==> config.mk <==
export PLATFORM = sky130hd
export DESIGN_NAME = clamped_float_power
export DESIGN_NICKNAME = d
export VERILOG_FILES = /design/src/rtl/cfp_pkg.sv /design/src/rtl/cfp_ctrl.sv /design/src/rtl/cfp_datapath.sv /design/src/rtl/clamped_float_power.sv
export SDC_FILE = /design/constraint.sdc
export NUM_CORES = 2
export LEC_CHECK = 0
export ABC_CLOCK_PERIOD_IN_PS = 16100
export BUFFER_PORTS_ARGS = -buffer_cell sky130_fd_sc_hd__buf_2
export CAP_MARGIN = 20
export CORE_MARGIN = 2
export CORE_UTILIZATION = 50
export DETAILED_ROUTE_END_ITERATION = 7
export PLACE_DENSITY_LB_ADDON = 0.2
export SETUP_SLACK_MARGIN = 0.2
export SLEW_MARGIN = 20
export SYNTH_ARGS = -nofsm -noshare
export SYNTH_HDL_FRONTEND = slang
export SYNTH_SLANG_ARGS = --single-unit
==> constraint.sdc <==
create_clock -name clk_i -period 16.1 [get_ports clk_i]
set_input_delay 3.22 -clock clk_i [delete_from_list [all_inputs] [get_ports clk_i]]
set_output_delay 3.22 -clock clk_i [all_outputs]
set_load 0.05 [all_outputs]
==> src/rtl/cfp_pkg.sv <==
// shared types, constants and float helpers for the clamped float power block
`timescale 1ns / 1ps
package cfp_pkg;

  localparam logic [31:0] ONE_BITS     = 32'h3F80_0000;
  localparam logic [31:0] CLAMP_RESET  = 32'h4085_C28F;
  localparam logic [31:0] DEFAULT_NAN  = 32'hFFC0_0000;
  localparam logic [31:0] QUIET_BIT    = 32'h0040_0000;
  localparam int          PROD_W       = 48;
  localparam int          LZ_W         = 6;
  localparam int          EXP_W        = 31;

  typedef enum logic [6:0] {
    ST_IDLE  = 7'b000_0001,
    ST_CHECK = 7'b000_0010,
    ST_MUL1  = 7'b000_0100,
    ST_MUL2  = 7'b000_1000,
    ST_SQ1   = 7'b001_0000,
    ST_SQ2   = 7'b010_0000,
    ST_FIN   = 7'b100_0000
  } state_e;

  typedef struct packed {
    logic load;
    logic mul_start;
    logic mul_sel_acc;
    logic wb_acc;
    logic wb_sq;
    logic fin;
  } cmd_t;

  typedef struct packed {
    logic y_zero;
    logic y_lsb;
    logic out_busy;
  } status_t;

  function automatic logic fp_is_nan(input logic [31:0] b);
    return (b[30:23] == 8'hFF) && (b[22:0] != 23'd0);
  endfunction

  // leading zero count of a nonzero product
  function automatic logic [LZ_W-1:0] lzc48(input logic [PROD_W-1:0] p);
    logic [LZ_W-1:0] n;
    logic            found;
    n     = '0;
    found = 1'b0;
    for (int i = PROD_W - 1; i >= 0; i--) begin
      if (!found && p[i]) begin
        found = 1'b1;
        n     = LZ_W'(PROD_W - 1 - i);
      end
    end
    return n;
  endfunction

  // ordered key for float compare, ignoring nan and signed zero
  function automatic logic [31:0] fp_key(input logic [31:0] b);
    return b[31] ? ~b : {1'b1, b[30:0]};
  endfunction

  function automatic logic fp_gt(input logic [31:0] a, input logic [31:0] b);
    logic both_zero;
    both_zero = (a[30:0] == 31'd0) && (b[30:0] == 31'd0);
    return !fp_is_nan(a) && !fp_is_nan(b) && !both_zero && (fp_key(a) > fp_key(b));
  endfunction

endpackage

==> src/rtl/cfp_ctrl.sv <==
// controller state machine for the square-and-multiply sequence
`timescale 1ns / 1ps
module cfp_ctrl (
  input  logic             clk_i,
  input  logic             rst_ni,
  input  logic             in_valid_i,
  output logic             in_ready_o,
  input  cfp_pkg::status_t status_i,
  output cfp_pkg::cmd_t    cmd_o
);
  import cfp_pkg::*;

  state_e state_q, state_d;

  always_ff @(posedge clk_i or negedge rst_ni) begin
    if (!rst_ni) begin
      state_q <= ST_IDLE;
    end else begin
      state_q <= state_d;
    end
  end

  assign in_ready_o = (state_q == ST_IDLE);

  always_comb begin
    state_d = state_q;
    cmd_o   = '0;
    unique case (state_q)
      ST_IDLE: begin
        if (in_valid_i) begin
          cmd_o.load = 1'b1;
          state_d    = ST_CHECK;
        end
      end
      ST_CHECK: begin
        if (status_i.y_zero) begin
          state_d = ST_FIN;
        end else if (status_i.y_lsb) begin
          state_d = ST_MUL1;
        end else begin
          state_d = ST_SQ1;
        end
      end
      ST_MUL1: begin
        cmd_o.mul_start   = 1'b1;
        cmd_o.mul_sel_acc = 1'b1;
        state_d           = ST_MUL2;
      end
      ST_MUL2: begin
        cmd_o.wb_acc = 1'b1;
        state_d      = ST_SQ1;
      end
      ST_SQ1: begin
        cmd_o.mul_start = 1'b1;
        state_d         = ST_SQ2;
      end
      ST_SQ2: begin
        cmd_o.wb_sq = 1'b1;
        state_d     = ST_CHECK;
      end
      ST_FIN: begin
        if (!status_i.out_busy) begin
          cmd_o.fin = 1'b1;
          state_d   = ST_IDLE;
        end
      end
      default: state_d = ST_IDLE;
    endcase
  end

endmodule

==> src/rtl/cfp_datapath.sv <==
// operand registers, two-stage binary32 multiplier, clamp and output register
`timescale 1ns / 1ps
module cfp_datapath (
  input  logic             clk_i,
  input  logic             rst_ni,
  input  cfp_pkg::cmd_t    cmd_i,
  output cfp_pkg::status_t status_o,
  input  logic [31:0]      base_bits_i,
  input  logic [31:0]      exponent_i,
  input  logic             last_in_i,
  input  logic [31:0]      clamp_bits_i,
  output logic             out_valid_o,
  input  logic             out_ready_i,
  output logic [31:0]      result_bits_o,
  output logic             last_out_o
);
  import cfp_pkg::*;

  logic [31:0]       acc_q, sq_q;
  logic [EXP_W-1:0]  y_q;
  logic              last_q;
  logic              out_valid_q;
  logic [31:0]       res_q;
  logic              res_last_q;

  // multiplier stage one registers
  logic [PROD_W-1:0] p_q;
  logic [8:0]        esum_q;
  logic              sign_q;
  logic              spec_q;
  logic [31:0]       spec_val_q;

  // stage one: unpack, specials, mantissa product
  logic [31:0] op_a, op_b;
  logic        a_nan, b_nan, a_inf, b_inf, a_zero, b_zero, s_sign;
  logic [23:0] ma, mb;
  logic [7:0]  eva, evb;
  logic        spec_d;
  logic [31:0] spec_val_d;

  always_comb begin
    op_a   = cmd_i.mul_sel_acc ? acc_q : sq_q;
    op_b   = sq_q;
    a_nan  = fp_is_nan(op_a);
    b_nan  = fp_is_nan(op_b);
    a_inf  = (op_a[30:23] == 8'hFF) && (op_a[22:0] == 23'd0);
    b_inf  = (op_b[30:23] == 8'hFF) && (op_b[22:0] == 23'd0);
    a_zero = (op_a[30:0] == 31'd0);
    b_zero = (op_b[30:0] == 31'd0);
    s_sign = op_a[31] ^ op_b[31];
    ma     = {(op_a[30:23] != 8'd0), op_a[22:0]};
    mb     = {(op_b[30:23] != 8'd0), op_b[22:0]};
    eva    = (op_a[30:23] == 8'd0) ? 8'd1 : op_a[30:23];
    evb    = (op_b[30:23] == 8'd0) ? 8'd1 : op_b[30:23];
    spec_d     = 1'b1;
    spec_val_d = {s_sign, 31'd0};
    if (a_nan) begin
      spec_val_d = op_a | QUIET_BIT;
    end else if (b_nan) begin
      spec_val_d = op_b | QUIET_BIT;
    end else if ((a_inf && b_zero) || (b_inf && a_zero)) begin
      spec_val_d = DEFAULT_NAN;
    end else if (a_inf || b_inf) begin
      spec_val_d = {s_sign, 8'hFF, 23'd0};
    end else if (a_zero || b_zero) begin
      spec_val_d = {s_sign, 31'd0};
    end else begin
      spec_d = 1'b0;
    end
  end

  always_ff @(posedge clk_i) begin
    if (cmd_i.mul_start) begin
      p_q        <= ma * mb;
      esum_q     <= {1'b0, eva} + {1'b0, evb};
      sign_q     <= s_sign;
      spec_q     <= spec_d;
      spec_val_q <= spec_val_d;
    end
  end

  // stage two: normalise, denormalise, round
  logic [LZ_W-1:0]   lz;
  logic signed [10:0] er, shn;
  logic [LZ_W-1:0]   sh;
  logic [PROD_W-1:0] pn, t, mask;
  logic              lost, g, st, inc;
  logic [23:0]       m24;
  logic [9:0]        eb;
  logic [32:0]       sum;
  logic [31:0]       prod;

  always_comb begin
    lz   = lzc48(p_q);
    er   = $signed({2'b00, esum_q}) - 11'sd126 - $signed({5'd0, lz});
    shn  = 11'sd1 - er;
    pn   = p_q << lz;
    if (er > 11'sd0) begin
      sh = '0;
    end else if (shn > 11'sd47) begin
      sh = LZ_W'(PROD_W);
    end else begin
      sh = shn[LZ_W-1:0];
    end
    t    = pn >> sh;
    mask = ~({PROD_W{1'b1}} << sh);
    lost = |(pn & mask);
    m24  = t[47:24];
    g    = t[23];
    st   = (|t[22:0]) | lost;
    inc  = g & (st | m24[0]);
    eb   = (er > 11'sd0) ? 10'(er - 11'sd1) : 10'd0;
    sum  = {eb, 23'd0} + 33'({1'b0, m24} + 25'(inc));
    if (sum[32:23] >= 10'd255) begin
      prod = {sign_q, 8'hFF, 23'd0};
    end else begin
      prod = {sign_q, sum[30:0]};
    end
    if (spec_q) begin
      prod = spec_val_q;
    end
  end

  always_ff @(posedge clk_i) begin
    if (cmd_i.load) begin
      acc_q  <= ONE_BITS;
      sq_q   <= base_bits_i;
      y_q    <= exponent_i[31] ? '0 : exponent_i[30:0];
      last_q <= last_in_i;
    end else begin
      if (cmd_i.wb_acc) begin
        acc_q <= prod;
      end
      if (cmd_i.wb_sq) begin
        sq_q <= prod;
        y_q  <= y_q >> 1;
      end
    end
    if (cmd_i.fin) begin
      res_q      <= fp_gt(acc_q, clamp_bits_i) ? clamp_bits_i : acc_q;
      res_last_q <= last_q;
    end
  end

  always_ff @(posedge clk_i or negedge rst_ni) begin
    if (!rst_ni) begin
      out_valid_q <= 1'b0;
    end else if (cmd_i.fin) begin
      out_valid_q <= 1'b1;
    end else if (out_ready_i) begin
      out_valid_q <= 1'b0;
    end
  end

  assign status_o.y_zero   = (y_q == '0);
  assign status_o.y_lsb    = y_q[0];
  assign status_o.out_busy = out_valid_q && !out_ready_i;
  assign out_valid_o       = out_valid_q;
  assign result_bits_o     = res_q;
  assign last_out_o        = res_last_q;

endmodule

==> src/rtl/clamped_float_power.sv <==
// top level of the clamped binary32 integer power block
`timescale 1ns / 1ps
// channel    | dir | payload
// -----------+-----+------------------------------------------------------
// s_axis     | in  | tdata[31:0] base_bits, tdata[63:32] exponent, tlast
// m_axis     | out | tdata[31:0] result_bits, tlast
// cfg        | in  | cfg_data_i clamp_bits, always ready
//
// an item steps through the bits of a positive exponent (up to 31 bits),
// squaring for every bit and multiplying into the result for every set bit;
// every step goes through the one shared two-stage multiplier
// reset loads the clamp with 4.18 and empties the output register
// a held result stalls the next item only at its final clamp step
module clamped_float_power (
  input  logic        clk_i,
  input  logic        rst_ni,
  input  logic        s_axis_tvalid,
  output logic        s_axis_tready,
  input  logic [63:0] s_axis_tdata,  // base_bits, exponent
  input  logic        s_axis_tlast,
  output logic        m_axis_tvalid,
  input  logic        m_axis_tready,
  output logic [31:0] m_axis_tdata,  // result_bits
  output logic        m_axis_tlast,
  input  logic        cfg_valid_i,
  output logic        cfg_ready_o,
  input  logic [31:0] cfg_data_i
);
  import cfp_pkg::*;

  logic [31:0] clamp_q;
  cmd_t        cmd;
  status_t     status;

  // clamp register, writable at any time the block is idle
  always_ff @(posedge clk_i or negedge rst_ni) begin
    if (!rst_ni) begin
      clamp_q <= CLAMP_RESET;
    end else if (cfg_valid_i) begin
      clamp_q <= cfg_data_i;
    end
  end
  assign cfg_ready_o = 1'b1;

  cfp_ctrl u_ctrl (
    .clk_i      (clk_i),
    .rst_ni     (rst_ni),
    .in_valid_i (s_axis_tvalid),
    .in_ready_o (s_axis_tready),
    .status_i   (status),
    .cmd_o      (cmd)
  );

  cfp_datapath u_dp (
    .clk_i         (clk_i),
    .rst_ni        (rst_ni),
    .cmd_i         (cmd),
    .status_o      (status),
    .base_bits_i   (s_axis_tdata[31:0]),
    .exponent_i    (s_axis_tdata[63:32]),
    .last_in_i     (s_axis_tlast),
    .clamp_bits_i  (clamp_q),
    .out_valid_o   (m_axis_tvalid),
    .out_ready_i   (m_axis_tready),
    .result_bits_o (m_axis_tdata),
    .last_out_o    (m_axis_tlast)
  );

  // one item in flight: no second accept straight after the first
  assert property (@(posedge clk_i) disable iff (!rst_ni)
    (s_axis_tvalid && s_axis_tready) |=> !s_axis_tready)
    else $error("input taken while an item is in work");

  // a new result only appears right after a step with the input closed
  assert property (@(posedge clk_i) disable iff (!rst_ni)
    $rose(m_axis_tvalid) |-> $past(!s_axis_tready))
    else $error("result appeared without a finishing step");

endmodule

==> impl_metrics.env <==
export IMPL_area_growth_syn_to_layout_pct=7.03
export IMPL_fillers=7638
export IMPL_synth_edff_count=188
export IMPL_arrival_ns=14.62
export IMPL_grt_max_degree=78
export IMPL_post_synth_top_area_cell="fa_1"
export IMPL_row_count=103
export IMPL_ios=138
export IMPL_cts_tree="built"
export IMPL_timing_final_crit_share_pct=89.0
export IMPL_outcome="finished clean"
export IMPL_ctsResizeCount=0
export IMPL_drv_cap=0
export IMPL_avgViaCountPerCell=6.36
export IMPL_clk_pin_slew_ns=0.06
export IMPL_drc=0
export IMPL_cp_end_kind="flip-flop"
export IMPL_ys_flop_type="edfxtp_1"
export IMPL_yosysMostFrequentCell="nand2_1"
export IMPL_groute_usage_overall_pct=36.2
export IMPL_setup_viol=0
export IMPL_layout_nets=5508
export IMPL_grt_pass1_vias=35900
export IMPL_hold_class="flip-flop to flip-flop"
export IMPL_slowest_stage="o41ai_2"
export IMPL_slowest_delay_ns=0.84
export IMPL_synth_distinct_cells=107
export IMPL_crit_family="simple AND/OR/NAND/NOR gates"
export IMPL_synth_area_top_cells="fa_1, edfxtp_1, ha_1, nand2_1, inv_1"
export IMPL_gr_usage_met3_pct=5.24
export IMPL_async_flop_share_pct=15.4
export IMPL_grt_antenna_before_repair=4
export IMPL_ys_seq_area_share_pct=18.2
export IMPL_synth_common_cells="nand2_1, inv_1, fa_1"
export IMPL_crit_buf_inv=5
export IMPL_pre_cts_ws_ns=2.14
export IMPL_place_gp_congestion=1.03
export IMPL_dp_hpwl_microns=112000
export IMPL_syn_avg_cell_area_sq_um=8.55
export IMPL_drt_iter0_markers=4116
export IMPL_stdcell_area_sq_mm=0.0429
export IMPL_worstSetupPathType="flip-flop to flip-flop"
export IMPL_h_tree_depth=1
export IMPL_die_y_microns=287
export IMPL_cts_sink_count=260
export IMPL_portBuffers=136
export IMPL_required_ns=16.39
export IMPL_post_route_util_pct=54.2
export IMPL_synth_area_sq_mm=0.0400
export IMPL_synth_cells=4682
export IMPL_wire_per_inst_microns=26.0
export IMPL_worstMarginPinSlew_ns=1.19
export IMPL_start_util_pct=50.6
export IMPL_hold_viol_final=0
export IMPL_cts_buffer_depth=3
export IMPL_synth_top_cell_area_share_pct=24.2
export IMPL_grt_pass1_wl_microns=225000
export IMPL_synth_seq_cells=260
export IMPL_final_antenna_net_count=0
export IMPL_use_met1_pct=49.4
export IMPL_clock_fmax_ghz=0.0698
export IMPL_skew_ns=0.0191
export IMPL_ys_warn_count=0
export IMPL_dr_pass1_iters=7
export IMPL_core_area_sq_mm=0.0791
export IMPL_critical_path_peak_fanout=27
export IMPL_post_cts_buffers=0
export IMPL_wirelength_microns=150000
export IMPL_setup_ws_ns=1.77
export IMPL_slew_viol_final=0
export IMPL_fin_crit_ns=14.33
export IMPL_clockRootBuffer="clkbuf_16"
export IMPL_grt_use_met2_pct=56.5
export IMPL_num_vias=36700
export IMPL_dpl_cell_area_sq_mm=0.0419
export IMPL_die_w_microns=287
export IMPL_rsz0062_at_grt="false"
export IMPL_drive_gt1_share_pct=9.99
export IMPL_insertion_delay_ns=0.59
export IMPL_setup_tns_ns=0
export IMPL_cts_made_buffers=29
export IMPL_syn_nets=5497
export IMPL_dieArea_sq_mm=0.0824
export IMPL_slew_headroom_pct=19.5
export IMPL_top_usage_layer="met2"
export IMPL_startpoint_type="flip-flop"
export IMPL_grt_overflow_total=0
export IMPL_holdBufCountCts=0
[layer usage]
metal / wire, microns / vias up
met5: 8 / -
met4: 9080 / 2
met3: 14100 / 494
met2: 67400 / 2081
met1: 59600 / 18200
li1: - / 15900
[worst reg2reg max path, delay by kind of cell (launching register included)]
| family | cells | cell delay [ns] |
|---|---|---|
| xor gates and xnor gates | 2 | 0.30 |
| adders and majority gates | 5 | 1.75 |
| buffers and inverters | 5 | 1.53 |
| AOI/OAI and AO/OA | 14 | 4.72 |
| DFF | 1 | 0.55 |
| and+or+nand+nor | 18 | 5.19 |
[registers in the layout, indices dropped and copies added (netlist names)]
register / flops
u_dp.acc_q: 32
u_dp.last_q: 1
u_dp.op_b: 32
u_dp.sign_q: 1
clamp_q: 32
u_dp.esum_q: 9
u_dp.result_bits_o: 32
u_dp.y_q: 31
u_dp.p_q: 48
u_dp.spec_val_q: 32
u_dp.spec_q: 1
u_dp.last_out_o: 1
u_dp.out_valid_o: 1
u_ctrl.state_q: 7
[cell usage in the layout, fill, tap and decap left out, types with 31 or more instances in the layout]
| cell type | count |
|---|---|
| nor4_1 | 60 |
| o211ai_1 | 63 |
| a211oi_1 | 33 |
| dfxtp_1 | 31 |
| edfxtp_1 | 188 |
| ha_1 | 228 |
| inv_1 | 547 |
| and3_1 | 34 |
| fa_1 | 485 |
| buf_4 | 126 |
| nor3_1 | 67 |
| a31oi_1 | 49 |
| o22ai_1 | 32 |
| mux2_2 | 80 |
| nand3b_1 | 36 |
| buf_2 | 136 |
| xor2_1 | 50 |
| xnor2_1 | 95 |
| nand3_1 | 108 |
| nand2_1 | 747 |
| mux2i_1 | 61 |
| and2_1 | 228 |
| nor2_1 | 223 |
| o21ai_0 | 211 |
| nand4_1 | 73 |
| a21oi_1 | 172 |
[cell type report]
type                            count  area (sq um)  area share [%]
Sequential cell                   260          7300            17.0
Clock inverter                     12           105           0.245
Inverter                          551          2070            4.83
Clock buffer                       42           795            1.85
Antenna cell                        3          7.51          0.0175
Timing Repair Buffer              262          1630            3.80
Multi-Input combinational cell   3589         29600            69.2
Tap cell                         1050          1310            3.07
[metrics by stage]
step | hold slack [ns] | std cells
final | 0.447 | 5769
after global routing | 0.453 | 5768
after CTS | 0.442 | 5766
after detailed placement | 0.427 | 5712
after global placement | 0.408 | 5712
after floorplan | 0.400 | 4682
[logic make-up (layout without fill, tap and decap cells)]
family	count (synthesis)	count (layout)	share of synthesized area, %
compound gates	871	871	14.5
xor+xnor	146	146	3.21
fa+ha+maj	714	714	31.4
buf+inv	833	867	7.99
flops	260	260	18.2
mux	144	144	3.92
other cells	1	4	0.00937
simple gates	1713	1713	20.8
[final timing paths]
kind / startpoint / to / slack (ns) / cells after the start
hold / removal: u_dp.last_q / u_dp.last_out_o / 0.45 / 0
hold reg to reg: u_dp.last_q / u_dp.last_out_o / 0.45 / 0
setup reg to reg: u_dp.p_q[41] / u_dp.op_b[20] / 1.77 / 44
setup / recovery: u_dp.p_q[41] / u_dp.op_b[20] / 1.77 / 44
min in group asynchronous: rst_ni / clamp_q[17] / 2.80 / 1
max in group asynchronous: rst_ni / u_ctrl.state_q[6] / 12.68 / 1
Power is left out: the tool's default activity adds up to more than one toggle a clock period on the data nets, which glitch-free logic cannot reach.
